==> src/spd_pkg.sv <==
// shared types, constants and level helpers for the stereo peak meter
// no dependencies; imported by every module of the block
package spd_pkg;

  localparam int SAMPLE_BITS  = 16;
  localparam int PEAK_W       = 16;
  localparam int BAR_SEGMENTS = 67;
  localparam int BAR_W        = 7;
  localparam int CFG_W        = 16;
  localparam int CFG_ADDR_W   = 2;
  localparam int LOG_IN_W     = 16;
  localparam int LOG_E_W      = 4;
  localparam int LOG_FRAC_W   = 16;
  localparam int MANT_W       = 31;
  localparam int DB_W         = 15;
  localparam int LVL_W        = 10;
  localparam int FIFO_DEPTH   = 2;
  localparam int FIFO_PTR_W   = 1;
  localparam int FIFO_CNT_W   = 2;

  // 20*log10(2) in Q16
  localparam logic [18:0] DB_PER_OCTAVE_Q16 = 19'd394566;

  // register indexes
  localparam logic [CFG_ADDR_W-1:0] REG_REF_AMPLITUDE       = 2'd0;
  localparam logic [CFG_ADDR_W-1:0] REG_THRESHOLD_AMPLITUDE = 2'd1;
  localparam logic [CFG_ADDR_W-1:0] REG_FRAMES_PER_BLOCK    = 2'd2;

  localparam logic [CFG_W-1:0] REF_RESET = 16'd32768;
  localparam logic [CFG_W-1:0] THR_RESET = 16'd8231;
  localparam logic [CFG_W-1:0] FPB_RESET = 16'd4096;

  typedef struct packed {
    logic [PEAK_W-1:0] right_peak;
    logic [PEAK_W-1:0] left_peak;
  } peak_pair_t;

  typedef struct packed {
    logic       valid;
    peak_pair_t pair;
  } front_push_t;

  typedef struct packed {
    logic       not_empty;
    peak_pair_t pair;
  } fifo_rd_t;

  typedef struct packed {
    logic [BAR_W-1:0]  right_red_count;
    logic [BAR_W-1:0]  left_red_count;
    logic [BAR_W-1:0]  right_bar;
    logic [BAR_W-1:0]  left_bar;
    logic [PEAK_W-1:0] right_peak;
    logic [PEAK_W-1:0] left_peak;
  } result_t;

  typedef enum logic [1:0] {
    LOG_IDLE,
    LOG_ITER,
    LOG_SCALE
  } log_state_t;

  typedef enum logic [2:0] {
    BK_IDLE,
    BK_START,
    BK_WAIT,
    BK_LEVEL,
    BK_OUT
  } back_state_t;

  // truncated level index: (BAR_SEGMENTS*256 + db - db_ref)/256, toward zero
  function automatic logic signed [LVL_W-1:0] level_of(input logic [DB_W-1:0] db,
                                                       input logic [DB_W-1:0] db_ref);
    logic signed [17:0] v;
    logic signed [17:0] nv;
    v  = 18'(BAR_SEGMENTS * 256) + 18'(db) - 18'(db_ref);
    nv = -v;
    if (v >= 0) begin
      level_of = LVL_W'(v >>> 8);
    end else begin
      level_of = -LVL_W'(nv >>> 8);
    end
  endfunction

  function automatic logic [BAR_W-1:0] bar_of(input logic signed [LVL_W-1:0] idx);
    if (idx < 0) begin
      bar_of = '0;
    end else if (idx > LVL_W'(BAR_SEGMENTS)) begin
      bar_of = BAR_W'(BAR_SEGMENTS);
    end else begin
      bar_of = idx[BAR_W-1:0];
    end
  endfunction

  function automatic logic [BAR_W-1:0] red_of(input logic [BAR_W-1:0] bar,
                                              input logic signed [LVL_W-1:0] ti);
    if (ti < 0 || ti >= $signed({{(LVL_W-BAR_W){1'b0}}, bar})) begin
      red_of = '0;
    end else begin
      red_of = bar - ti[BAR_W-1:0];
    end
  endfunction

endpackage

==> src/spd_front.sv <==
// front end: takes stereo frames, tracks per-channel peaks and block count
// depends on spd_pkg; pushes finished peak pairs toward spd_fifo
module spd_front (
  input  logic                          clk,
  input  logic                          rst_n,
  input  logic                          in_valid,
  output logic                          in_ready,
  input  logic [spd_pkg::SAMPLE_BITS-1:0] left_sample,
  input  logic [spd_pkg::SAMPLE_BITS-1:0] right_sample,
  input  logic [spd_pkg::CFG_W-1:0]     frames_per_block,
  input  logic                          fifo_full,
  output spd_pkg::front_push_t          push
);
  import spd_pkg::*;

  logic [CFG_W-1:0]  cnt_r, cnt_nxt;
  logic [PEAK_W-1:0] lhold_r, lhold_nxt;
  logic [PEAK_W-1:0] rhold_r, rhold_nxt;
  logic [PEAK_W-1:0] lmag, rmag, lmax, rmax;
  logic [CFG_W:0]    cnt_inc;
  logic              accept, block_end;

  // magnitude; the most negative code maps onto 2^(SAMPLE_BITS-1)
  assign lmag = left_sample[SAMPLE_BITS-1]  ? PEAK_W'(-left_sample)  : PEAK_W'(left_sample);
  assign rmag = right_sample[SAMPLE_BITS-1] ? PEAK_W'(-right_sample) : PEAK_W'(right_sample);
  assign lmax = (lmag > lhold_r) ? lmag : lhold_r;
  assign rmax = (rmag > rhold_r) ? rmag : rhold_r;

  assign in_ready  = !fifo_full;
  assign accept    = in_valid && in_ready;
  assign cnt_inc   = {1'b0, cnt_r} + 1'b1;
  assign block_end = !(cnt_inc < {1'b0, frames_per_block});

  always_comb begin
    cnt_nxt   = cnt_r;
    lhold_nxt = lhold_r;
    rhold_nxt = rhold_r;
    push.valid = 1'b0;
    push.pair.left_peak  = lmax;
    push.pair.right_peak = rmax;
    if (accept) begin
      if (block_end) begin
        push.valid = 1'b1;
        cnt_nxt    = '0;
        lhold_nxt  = '0;
        rhold_nxt  = '0;
      end else begin
        cnt_nxt   = cnt_inc[CFG_W-1:0];
        lhold_nxt = lmax;
        rhold_nxt = rmax;
      end
    end
  end

  always_ff @(posedge clk) begin
    if (!rst_n) begin
      cnt_r   <= '0;
      lhold_r <= '0;
      rhold_r <= '0;
    end else begin
      cnt_r   <= cnt_nxt;
      lhold_r <= lhold_nxt;
      rhold_r <= rhold_nxt;
    end
  end

endmodule

==> src/spd_fifo.sv <==
// two-entry queue of peak pairs between the front and back ends
// depends on spd_pkg
module spd_fifo (
  input  logic                 clk,
  input  logic                 rst_n,
  input  spd_pkg::front_push_t push,
  input  logic                 pop,
  output logic                 full,
  output spd_pkg::fifo_rd_t    rd
);
  import spd_pkg::*;

  peak_pair_t            mem_r [FIFO_DEPTH];
  logic [FIFO_PTR_W-1:0] wr_ptr_r, rd_ptr_r;
  logic [FIFO_CNT_W-1:0] count_r;
  logic                  do_push, do_pop;

  assign full         = (count_r == FIFO_CNT_W'(FIFO_DEPTH));
  assign rd.not_empty = (count_r != '0);
  assign rd.pair      = mem_r[rd_ptr_r];
  assign do_push      = push.valid && !full;
  assign do_pop       = pop && rd.not_empty;

  always_ff @(posedge clk) begin
    if (do_push) begin
      mem_r[wr_ptr_r] <= push.pair;
    end
  end

  always_ff @(posedge clk) begin
    if (!rst_n) begin
      wr_ptr_r <= '0;
      rd_ptr_r <= '0;
      count_r  <= '0;
    end else begin
      if (do_push) wr_ptr_r <= wr_ptr_r + 1'b1;
      if (do_pop)  rd_ptr_r <= rd_ptr_r + 1'b1;
      count_r <= count_r + FIFO_CNT_W'(do_push) - FIFO_CNT_W'(do_pop);
    end
  end

  assert property (@(posedge clk) disable iff (!rst_n)
    count_r <= FIFO_CNT_W'(FIFO_DEPTH))
    else $error("fifo count beyond depth");

endmodule

==> src/spd_log_unit.sv <==
// iterative 20*log10 in Q8 dB: log2 by repeated squaring, then scaling
// depends on spd_pkg; one squaring per cycle
module spd_log_unit (
  input  logic                        clk,
  input  logic                        rst_n,
  input  logic                        start,
  input  logic [spd_pkg::LOG_IN_W-1:0] x,
  output logic                        done,
  output logic [spd_pkg::DB_W-1:0]    db
);
  import spd_pkg::*;

  log_state_t            state_r, state_nxt;
  logic [MANT_W-1:0]     m_r, m_nxt;
  logic [LOG_E_W-1:0]    e_r, e_nxt;
  logic [LOG_FRAC_W-1:0] frac_r, frac_nxt;
  logic [3:0]            cnt_r, cnt_nxt;
  logic [DB_W-1:0]       db_r, db_nxt;
  logic                  done_r, done_nxt;
  logic [LOG_IN_W-1:0]   x1, norm;
  logic [LOG_E_W-1:0]    top;
  logic [2*MANT_W-1:0]   sq;
  logic [MANT_W:0]       sq_q30;
  logic [38:0]           prod;

  assign x1 = (x == '0) ? LOG_IN_W'(1) : x;

  always_comb begin
    top = '0;
    for (int i = 0; i < LOG_IN_W; i++) begin
      if (x1[i]) top = LOG_E_W'(i);
    end
  end

  assign norm   = x1 << (LOG_E_W'(LOG_IN_W - 1) - top);
  assign sq     = {{MANT_W{1'b0}}, m_r} * {{MANT_W{1'b0}}, m_r};
  assign sq_q30 = sq[2*MANT_W-1:30];
  assign prod   = 39'({e_r, frac_r}) * 39'(DB_PER_OCTAVE_Q16);

  always_comb begin
    state_nxt = state_r;
    m_nxt     = m_r;
    e_nxt     = e_r;
    frac_nxt  = frac_r;
    cnt_nxt   = cnt_r;
    db_nxt    = db_r;
    done_nxt  = 1'b0;
    unique case (state_r)
      LOG_IDLE: begin
        if (start) begin
          m_nxt     = {norm, 15'b0};
          e_nxt     = top;
          frac_nxt  = '0;
          cnt_nxt   = '0;
          state_nxt = LOG_ITER;
        end
      end
      LOG_ITER: begin
        if (sq_q30[MANT_W]) begin
          m_nxt = sq_q30[MANT_W:1];
          frac_nxt[~cnt_r] = 1'b1;
        end else begin
          m_nxt = sq_q30[MANT_W-1:0];
        end
        cnt_nxt = cnt_r + 1'b1;
        if (cnt_r == 4'd15) state_nxt = LOG_SCALE;
      end
      LOG_SCALE: begin
        db_nxt    = prod[38:24];
        done_nxt  = 1'b1;
        state_nxt = LOG_IDLE;
      end
      default: state_nxt = LOG_IDLE;
    endcase
  end

  always_ff @(posedge clk) begin
    m_r    <= m_nxt;
    e_r    <= e_nxt;
    frac_r <= frac_nxt;
    db_r   <= db_nxt;
  end

  always_ff @(posedge clk) begin
    if (!rst_n) begin
      state_r <= LOG_IDLE;
      cnt_r   <= '0;
      done_r  <= 1'b0;
    end else begin
      state_r <= state_nxt;
      cnt_r   <= cnt_nxt;
      done_r  <= done_nxt;
    end
  end

  assign done = done_r;
  assign db   = db_r;

endmodule

==> src/spd_back.sv <==
// back end: pops peak pairs, runs four logs, forms bars and red counts
// depends on spd_pkg and spd_log_unit; owns the output register
module spd_back (
  input  logic                      clk,
  input  logic                      rst_n,
  input  spd_pkg::fifo_rd_t         rd,
  output logic                      pop,
  input  logic [spd_pkg::CFG_W-1:0] ref_amplitude,
  input  logic [spd_pkg::CFG_W-1:0] threshold_amplitude,
  output logic                      out_valid,
  input  logic                      out_ready,
  output spd_pkg::result_t          result
);
  import spd_pkg::*;

  localparam logic [1:0] SEL_LEFT  = 2'd0;
  localparam logic [1:0] SEL_RIGHT = 2'd1;
  localparam logic [1:0] SEL_REF   = 2'd2;
  localparam logic [1:0] SEL_THR   = 2'd3;

  back_state_t             state_r, state_nxt;
  logic [1:0]              sel_r, sel_nxt;
  peak_pair_t              pair_r;
  logic [DB_W-1:0]         db_r [4];
  logic signed [LVL_W-1:0] idx_l_r, idx_r_r, idx_t_r;
  logic                    out_valid_r;
  result_t                 result_r;
  logic                    log_start, log_done, load_out;
  logic [LOG_IN_W-1:0]     log_x;
  logic [DB_W-1:0]         log_db;
  logic [BAR_W-1:0]        bar_l, bar_r;

  always_comb begin
    case (sel_r)
      SEL_LEFT:  log_x = pair_r.left_peak;
      SEL_RIGHT: log_x = pair_r.right_peak;
      SEL_REF:   log_x = ref_amplitude;
      default:   log_x = threshold_amplitude;
    endcase
  end

  spd_log_unit u_log (
    .clk   (clk),
    .rst_n (rst_n),
    .start (log_start),
    .x     (log_x),
    .done  (log_done),
    .db    (log_db)
  );

  always_comb begin
    state_nxt = state_r;
    sel_nxt   = sel_r;
    pop       = 1'b0;
    log_start = 1'b0;
    load_out  = 1'b0;
    unique case (state_r)
      BK_IDLE: begin
        if (rd.not_empty) begin
          pop       = 1'b1;
          sel_nxt   = SEL_LEFT;
          state_nxt = BK_START;
        end
      end
      BK_START: begin
        log_start = 1'b1;
        state_nxt = BK_WAIT;
      end
      BK_WAIT: begin
        if (log_done) begin
          if (sel_r == SEL_THR) begin
            state_nxt = BK_LEVEL;
          end else begin
            sel_nxt   = sel_r + 1'b1;
            state_nxt = BK_START;
          end
        end
      end
      BK_LEVEL: state_nxt = BK_OUT;
      BK_OUT: begin
        if (!out_valid_r || out_ready) begin
          load_out  = 1'b1;
          state_nxt = BK_IDLE;
        end
      end
      default: state_nxt = BK_IDLE;
    endcase
  end

  assign bar_l = bar_of(idx_l_r);
  assign bar_r = bar_of(idx_r_r);

  always_ff @(posedge clk) begin
    if (pop) pair_r <= rd.pair;
    if (state_r == BK_WAIT && log_done) db_r[sel_r] <= log_db;
    if (state_r == BK_LEVEL) begin
      idx_l_r <= level_of(db_r[SEL_LEFT],  db_r[SEL_REF]);
      idx_r_r <= level_of(db_r[SEL_RIGHT], db_r[SEL_REF]);
      idx_t_r <= level_of(db_r[SEL_THR],   db_r[SEL_REF]);
    end
    if (load_out) begin
      result_r.left_peak       <= pair_r.left_peak;
      result_r.right_peak      <= pair_r.right_peak;
      result_r.left_bar        <= bar_l;
      result_r.right_bar       <= bar_r;
      result_r.left_red_count  <= red_of(bar_l, idx_t_r);
      result_r.right_red_count <= red_of(bar_r, idx_t_r);
    end
  end

  always_ff @(posedge clk) begin
    if (!rst_n) begin
      state_r     <= BK_IDLE;
      sel_r       <= SEL_LEFT;
      out_valid_r <= 1'b0;
    end else begin
      state_r <= state_nxt;
      sel_r   <= sel_nxt;
      if (load_out) begin
        out_valid_r <= 1'b1;
      end else if (out_ready) begin
        out_valid_r <= 1'b0;
      end
    end
  end

  assign out_valid = out_valid_r;
  assign result    = result_r;

  assert property (@(posedge clk) disable iff (!rst_n)
    log_done |-> state_r == BK_WAIT)
    else $error("log result arrived outside the wait state");

  assert property (@(posedge clk) disable iff (!rst_n)
    load_out |=> out_valid_r)
    else $error("loaded result not presented");

  assert property (@(posedge clk) disable iff (!rst_n)
    out_valid_r |-> result_r.left_bar <= BAR_W'(BAR_SEGMENTS)
                 && result_r.right_bar <= BAR_W'(BAR_SEGMENTS)
                 && result_r.left_red_count <= result_r.left_bar
                 && result_r.right_red_count <= result_r.right_bar)
    else $error("bar or red count out of range");

  assert property (@(posedge clk) disable iff (!rst_n)
    pop |-> state_r == BK_IDLE && rd.not_empty)
    else $error("queue popped while busy or empty");

endmodule

==> src/stereo_peak_db_bargraph_unit.sv <==
// top level of the stereo peak meter with decibel bar graph
// depends on spd_pkg, spd_front, spd_fifo, spd_log_unit and spd_back
//
//  channel | dir | handshake            | payload
//  --------+-----+----------------------+-------------------------------------------
//  in_     | in  | in_tvalid/in_tready  | in_tdata: left_sample, right_sample
//  out_    | out | out_tvalid/out_tready| out_tdata: peaks, bars, red counts
//  cfg_    | in  | cfg_valid/cfg_ready  | cfg_addr register index, cfg_data value
//
// one frame is taken per cycle while the queue has room; peak tracking is a compare per channel
// each block result passes through the back end: four 20*log10 runs on one shared log
// unit (setup, repeated squaring and scaling each), then level and output
// a two-entry queue of peak pairs parts the front from the back; the front stalls only
// when that queue is full, so blocks that close faster than the back end finishes them throttle the input
// the output register lets the back end start the next block while a result waits
// reset (synchronous, rst_n low) clears counters, peaks, queue and state machines and
// loads the register reset values; cfg_ready is always high
module stereo_peak_db_bargraph_unit (
  input  logic        clk,
  input  logic        rst_n,
  input  logic        in_tvalid,
  output logic        in_tready,
  input  logic [31:0] in_tdata,   // [15:0] left_sample, [31:16] right_sample
  output logic        out_tvalid,
  input  logic        out_tready,
  // [15:0] left_peak, [31:16] right_peak, [38:32] left_bar, [45:39] right_bar,
  // [52:46] left_red_count, [59:53] right_red_count, [63:60] zero
  output logic [63:0] out_tdata,
  input  logic        cfg_valid,
  output logic        cfg_ready,
  input  logic [spd_pkg::CFG_ADDR_W-1:0] cfg_addr,
  input  logic [spd_pkg::CFG_W-1:0]      cfg_data
);
  import spd_pkg::*;

  logic [CFG_W-1:0] ref_r, thr_r, fpb_r;
  front_push_t      push;
  fifo_rd_t         rd;
  logic             fifo_full, pop;
  result_t          result;

  // config registers; writes beyond the list are dropped
  assign cfg_ready = 1'b1;

  always_ff @(posedge clk) begin
    if (!rst_n) begin
      ref_r <= REF_RESET;
      thr_r <= THR_RESET;
      fpb_r <= FPB_RESET;
    end else if (cfg_valid && cfg_ready) begin
      unique case (cfg_addr)
        REG_REF_AMPLITUDE:       ref_r <= cfg_data;
        REG_THRESHOLD_AMPLITUDE: thr_r <= cfg_data;
        REG_FRAMES_PER_BLOCK:    fpb_r <= cfg_data;
        default: ;
      endcase
    end
  end

  // front: peak hold and block counting
  spd_front u_front (
    .clk              (clk),
    .rst_n            (rst_n),
    .in_valid         (in_tvalid),
    .in_ready         (in_tready),
    .left_sample      (in_tdata[15:0]),
    .right_sample     (in_tdata[31:16]),
    .frames_per_block (fpb_r),
    .fifo_full        (fifo_full),
    .push             (push)
  );

  // queue of finished peak pairs
  spd_fifo u_fifo (
    .clk   (clk),
    .rst_n (rst_n),
    .push  (push),
    .pop   (pop),
    .full  (fifo_full),
    .rd    (rd)
  );

  // back: logs, levels, bars and the output register
  spd_back u_back (
    .clk                 (clk),
    .rst_n               (rst_n),
    .rd                  (rd),
    .pop                 (pop),
    .ref_amplitude       (ref_r),
    .threshold_amplitude (thr_r),
    .out_valid           (out_tvalid),
    .out_ready           (out_tready),
    .result              (result)
  );

  assign out_tdata = {4'b0, result};

endmodule

==> config.mk <==
export PLATFORM = sky130hd
export DESIGN_NAME = stereo_peak_db_bargraph_unit
export DESIGN_NICKNAME = d
export VERILOG_FILES = /design/src/spd_pkg.sv /design/src/spd_front.sv /design/src/spd_fifo.sv /design/src/spd_log_unit.sv /design/src/spd_back.sv /design/src/stereo_peak_db_bargraph_unit.sv
export SDC_FILE = /design/constraint.sdc
export NUM_CORES = 2
export LEC_CHECK = 0
export BUFFER_PORTS_ARGS = -buffer_cell sky130_fd_sc_hd__buf_2
export CORE_AREA = 2 2 287 430
export CTS_BUF_LIST = sky130_fd_sc_hd__clkbuf_4 sky130_fd_sc_hd__clkbuf_8
export DETAILED_ROUTE_END_ITERATION = 12
export DIE_AREA = 0 0 289 432
export PLACE_DENSITY_LB_ADDON = 0.12
export SLEW_MARGIN = 20
export SYNTH_ARGS = -nofsm -noshare
export SYNTH_HDL_FRONTEND = slang
export SYNTH_SLANG_ARGS = --single-unit
==> constraint.sdc <==
create_clock -name clk -period 12.05 [get_ports clk]
set_input_delay 3.615 -clock clk [delete_from_list [all_inputs] [get_ports clk]]
set_output_delay 3.615 -clock clk [all_outputs]
set_load 0.01 [all_outputs]
# After elaboration in Yosys (flattened, before gate mapping)
# Memories as Yosys holds them, arrays and structs flattened. A register that Yosys moved wholly into a read port is not among the register bits.
# Index checks and enable logic that the tools add are counted.
# word_totals
ramBits,124
n_memories,2
word_cells,189
latch_bits,0
ff_bits,269
in_bits,55
mem_bits_ro,0
# mem_list
name,depth,word_bits,read_ports,rd_clocked_by_memory_dff,write_ports,line_no,source
u_fifo.mem_r,2,32,1,1,1,spd_fifo.sv:13,peak_pair_t mem_r [FIFO_DEPTH];
u_back.db_r,4,15,4,0,1,spd_back.sv:24,logic [DB_W-1:0] db_r [4];
# classes
n_eq_ne,20
shifts,1
multipliers,2
bitwise_logic,2
n_lt_le_gt_ge,15
n_mux,67
n_addsub,24
div,0
n_reduce_logical,28
# ops
operator,count
16-bit 2-to-1 mux,10
31-bit by 31-bit multiplier with 62-bit output,1
31-bit 2-to-1 mux,2
31-bit case mux with 2 select lines,1
4-bit 2-to-1 mux,15
"18-bit by 1-bit greater-or-equal comparator with 1-bit output, second input constant",3
18-bit negator,3
16-bit by 15-bit subtractor with 17-bit output,3
"15-bit by 15-bit adder with 16-bit output, first input constant",3
16-bit case mux with 3 select lines,1
"20-bit by 18-bit multiplier with 38-bit output, second input constant",1
16-bit > comparator,2
16-bit negator,2
16-bit case mux with 2 select lines,1
"10-bit by 1-bit less-than comparator with 1-bit output, second input constant",3
10-bit 2-to-1 mux,3
10-bit negator,3
7-bit 2-to-1 mux,4
10-bit by 8-bit greater-or-equal comparator with 1-bit output,2
"10-bit by 8-bit > comparator with 1-bit output, second input constant",2
"16-bit by 1-bit adder with 17-bit output, second input constant",1
17-bit by 16-bit less-than comparator with 1-bit output,1
16-bit logical NOT,1
1-bit 2-to-1 mux,16
other kinds (35),75

# Depth between registers and ports, before layout
# logic_depth
ltp_word,23
mapped_depth,32
mapped_depth_nobuf,30

# Hierarchy
# Synthesis repeated with hierarchy kept, for this count alone.
# hier_totals
cells_unflattened,5517
hier_area_um2,54892.6
# modules_own_cells
mod,area_each_um2,cells_each,n_inst
spd_log_unit,35216.3,3751,1
spd_back,10715.3,910,1
spd_front,4297.9,540,1
spd_fifo,2702.6,127,1
stereo_peak_db_bargraph_unit,1960.6,189,1

# Least setup slack after synthesis
# Ideal clock, no wire load.
# synth_path
path_type,flip-flop to flip-flop
start,reg u_back.u_log.m_r[13]
end,"reg u_back.u_log.frac_r[0], enable pin"
n_path_buf,2
period_less_slack_ps,8415
required_ps,11662
setup_ps,388
setup_slack_ps,3635
t_arrival_ps,8026
path_stages_with_launch,28
cell_sequence,edfxtp_1 > clkbuf_1 > clkbuf_1 > nand2_1 > fa_1 > inv_1 > fa_1 > inv_1 > fa_1 > inv_1 > fa_1 > fa_1 > fa_1 > fa_1 > inv_1 > fa_1 > inv_1 > ha_1 > a21oi_1 > o211ai_1 > o211ai_1 > a21oi_1 > nor4_2 > nor2_2 > a211oi_4 > xnor2_2 > nor2_1 > nor2_1
# synth_between
elab_chain_cells,3
# synth_rtl
element,line_no,source
from (decl),spd_log_unit.sv:14,"logic [MANT_W-1:0] m_r, m_nxt;"
from (signal assigned),spd_log_unit.sv:78,m_r <= m_nxt;
31-bit by 31-bit multiplier with 62-bit output,spd_log_unit.sv:36,"assign sq = {{MANT_W{1'b0}}, m_r} * {{MANT_W{1'b0}}, m_r};"
2-bit inequality test (no source line),--,
3-bit AND reduction (no source line),--,
to (signal assigned),spd_log_unit.sv:80,frac_r <= frac_nxt;
to (decl),spd_log_unit.sv:16,"logic [LOG_FRAC_W-1:0] frac_r, frac_nxt;"
# Every way passes these cells.
# A chain may end at the register's enable or synchronous reset.

# Worst setup path after layout
# layout_path
start,reg u_back.u_log.m_r[8]
end,"reg u_back.u_log.m_r[19], data pin"
# layout_between
elab_chain_cells,3
# layout_rtl
element,line_no,source
31-bit by 31-bit multiplier with 62-bit output,spd_log_unit.sv:36,
31-bit 2-to-1 mux,spd_log_unit.sv:59,if (sq_q30[MANT_W]) begin
31-bit case mux with 2 select lines,spd_log_unit.sv:48,unique case (state_r)
named net u_back.u_log.m_nxt[19],spd_log_unit.sv:14,
# The timed path passes the listed nets, and every way through them passes these cells.

==> results.yml <==
logic_synthesis:
  syn_inst: 5489
  synth_edf_count: 312
  yosys-top-cells-area: "fa_1 (31%), edfxtp_1 (17%), ha_1 (14%)"
  synth-async-reset-ratio_pct: 0
  seq_area_frac_synth_pct: 21.5
  ys_warn_count: 0
  synth_common_cells: "inv_1 (1343), fa_1 (825), ha_1 (612)"
  synth_top_cell_area_share_pct: 30.5
  synth.most_common_cell: "inv_1"
  avgSynthCellArea_um2: 9.86
  yosysTopAreaCell: "fa_1"
  ys_seq_elements: 425
  synth_top_flop_cell: "edfxtp_1"
  syn-cell-area_mm2: 0.0541
  synthDistinctLibCells: 97
clock_network:
  cts_tree: "yes"
  holdBufCountCts: 0
  cts_buffer_depth: 3
  cts_htree_levels: 3
  cts_made_buffers: 72
  cts_sinks: 425
  clk_pin_slew_ns: 0.07
  post_cts_buffers: 0
  cts_resized: 0
  clk_latency_ns: 0.70
  root_buffer: "clkbuf_8"
detailed_routing:
  via_count: 37300
  postRouteAntennaNets: 0
  vias_per_cell: 5.16
  drt_iter0_drc: 1669
  drc: 0
  wl_per_cell_um: 19.7
  wl_um: 142000
  drtPass1Iterations: 8
setup_path:
  cp-startpoint: "u_back.u_log.m_r[8]"
  critPathMaxFanout: 27
  crit_top_cell: "fa_1"
  cpMaxStageDelayCell: "edfxtp_1"
  cp_top_family: "adder cells"
  worst_ep_required_time_ns: 12.45
  path_class: "flop to flop"
  critPathArrivalTime_ns: 10.05
  reg2reg_depth: 27
  worst_setup_path_end_kind: "flop"
  critPathMaxStageDelay_ns: 0.83
  timing.rr.start: "u_back.u_log.m_r[8]"
  path_depth: 27
  crit_buf_inv: 6
  start_kind: "flop"
placement:
  place_hpwl_um: 116000
  dp_cells: 7082
  place_ws_ns: 2.51
  io_buffers: 116
  gp_congestion: 0.942
floorplan:
  core_mm2: 0.121
  fp.dieH_um: 432
  start_util_pct: 44.6
  rows: 157
  die_x_um: 289
  die-area_mm2: 0.125
  ios: 122
grt:
  grt_use_met3_pct: 2.83
  grt_pass1_wl_um: 225000
  grt_pass1_vias: 41200
  overflow: 0
  use_met1_pct: 24.5
  grt_use_total_pct: 23.7
  antenna_found_initial: 5
  met2_usage_pct: 46.2
  grt_max_degree: 53
  gr-max-usage-layer: "met2"
timing:
  rsz0062_at_grt: "no"
  tightest_slew_ns: 1.07
  slew_headroom_pct: 28.5
  tns_ns: 0
  fin_hold_ws_ns: 0.466
  fin_crit_ns: 9.66
  fin_ws_ns: 2.39
  hold_viol_final: 0
  finalCritPeriodShare_pct: 80.1
  max_freq_mhz: 104
  clock_skew_ns: 0.0466
  setup_violations: 0
  drv_slew: 0
worst_hold_path:
  hold_depth: 0
  hp-start: "u_back.pair_r[17]"
  min_path_type: "flop to flop"
flow_run:
  drv_cap: 0
layout:
  syn_to_final_growth_pct: 7.30
  fillers: 11700
  fin_nets: 7058
  instances_no_fill: 7217
  drive_above_1_share_pct: 7.31
status:
  run_status: "completed"
## metal layers
metal | share of wire (%) | routed length (um)
met1 | 34 | 48800
met2 | 56 | 79800
met3 | 3.9 | 5480
met4 | 5.7 | 8170
met5 | 0.0077 | 11
## registers in the layout, summed over array words and instances (netlist names), 3 cells and up
name,count
u_front.lhold_r,16
u_back.result,60
ref_r,16
u_back.idx_t_r,10
u_back.pair_r,32
u_back.u_log.m_r,31
u_back.u_log.cnt_r,4
u_back.u_log.frac_r,16
u_back.u_log.e_r,4
u_back.state_r,3
thr_r,16
u_fifo.mem_r,64
fpb_r,16
u_back.idx_r_r,10
u_back.u_log.db,15
u_back.db_r,60
u_back.idx_l_r,10
u_front.cnt_r,16
u_front.rhold_r,16
## cells by family (layout without fill, tap and decap cells)
| group | after synthesis | count (layout) | synth area share [%] |
|---|---|---|---|
| flip-flops | 425 | 425 | 21.5 |
| buffers and inverters | 1518 | 1651 | 10.7 |
| AO/OA/AOI/OAI | 641 | 641 | 8.08 |
| adder cells (fa/ha/maj) | 1437 | 1437 | 44.7 |
| other | 2 | 7 | 0.0139 |
| AND/OR/NAND/NOR | 1210 | 1210 | 10.6 |
| XOR/XNOR | 176 | 176 | 2.88 |
| multiplexers | 80 | 80 | 1.61 |
## cell usage in the layout (no fill, tap or decap), types with 114 or more instances in the layout
cell         n
a21oi_1    155
nor2_1     185
and2_1     184
buf_2      116
xnor2_1    114
inv_1     1343
edfxtp_1   312
fa_1       825
nand2_1    547
ha_1       612
## final cells by class
| cell class | instances | area [um^2] | share of cell area [%] |
|---|---|---|---|
| Multi-Input combinational cell | 3549 | 36800 | 63.3 |
| Inverter | 1345 | 5050 | 8.69 |
| Sequential cell | 425 | 11600 | 20.0 |
| Tap cell | 1590 | 1990 | 3.43 |
| Clock inverter | 33 | 374 | 0.644 |
| Clock buffer | 100 | 1240 | 2.13 |
| Antenna cell | 2 | 5.00 | 0.00862 |
| Timing Repair Buffer | 173 | 1010 | 1.74 |
## final timing paths
check	slack, ns	to
setup reg to reg	2.39	u_back.u_log.m_r[19]
hold reg to reg	0.47	u_back.result[17]
hold / removal	0.47	u_back.result[17]
setup / recovery	2.39	u_back.u_log.m_r[19]
## worst reg2reg max path, stage by stage, from the launching register on
cell      delay (ns)
edfxtp_1        0.83
clkinv_1        0.59
nor2_1          0.33
inv_1           0.10
fa_1            0.51
fa_1            0.53
fa_1            0.46
fa_1            0.55
inv_1           0.06
fa_1            0.51
fa_1            0.54
fa_1            0.55
inv_1           0.05
fa_1            0.53
inv_1           0.04
ha_1            0.34
nand4_1         0.21
nor3_1          0.34
nand2_1         0.12
a311oi_1        0.62
nor4_2          0.16
nor2_2          0.35
a211oi_4        0.14
xnor2_2         0.17
buf_4           0.33
nand2_1         0.08
a21boi_0        0.18
o32ai_1         0.12
## per-stage QoR
stage	utilization, %	instance area, um^2
3_3_place_gp	46.5	56400
5_1_grt	47.8	58100
3_5_place_dp	46.5	56400
4_1_cts	47.8	58100
6_report	47.8	58100
2_1_floorplan	-	54100
Power is not shown: default switching activity piles up to over one toggle a cycle in this logic, so the estimate is an artifact.
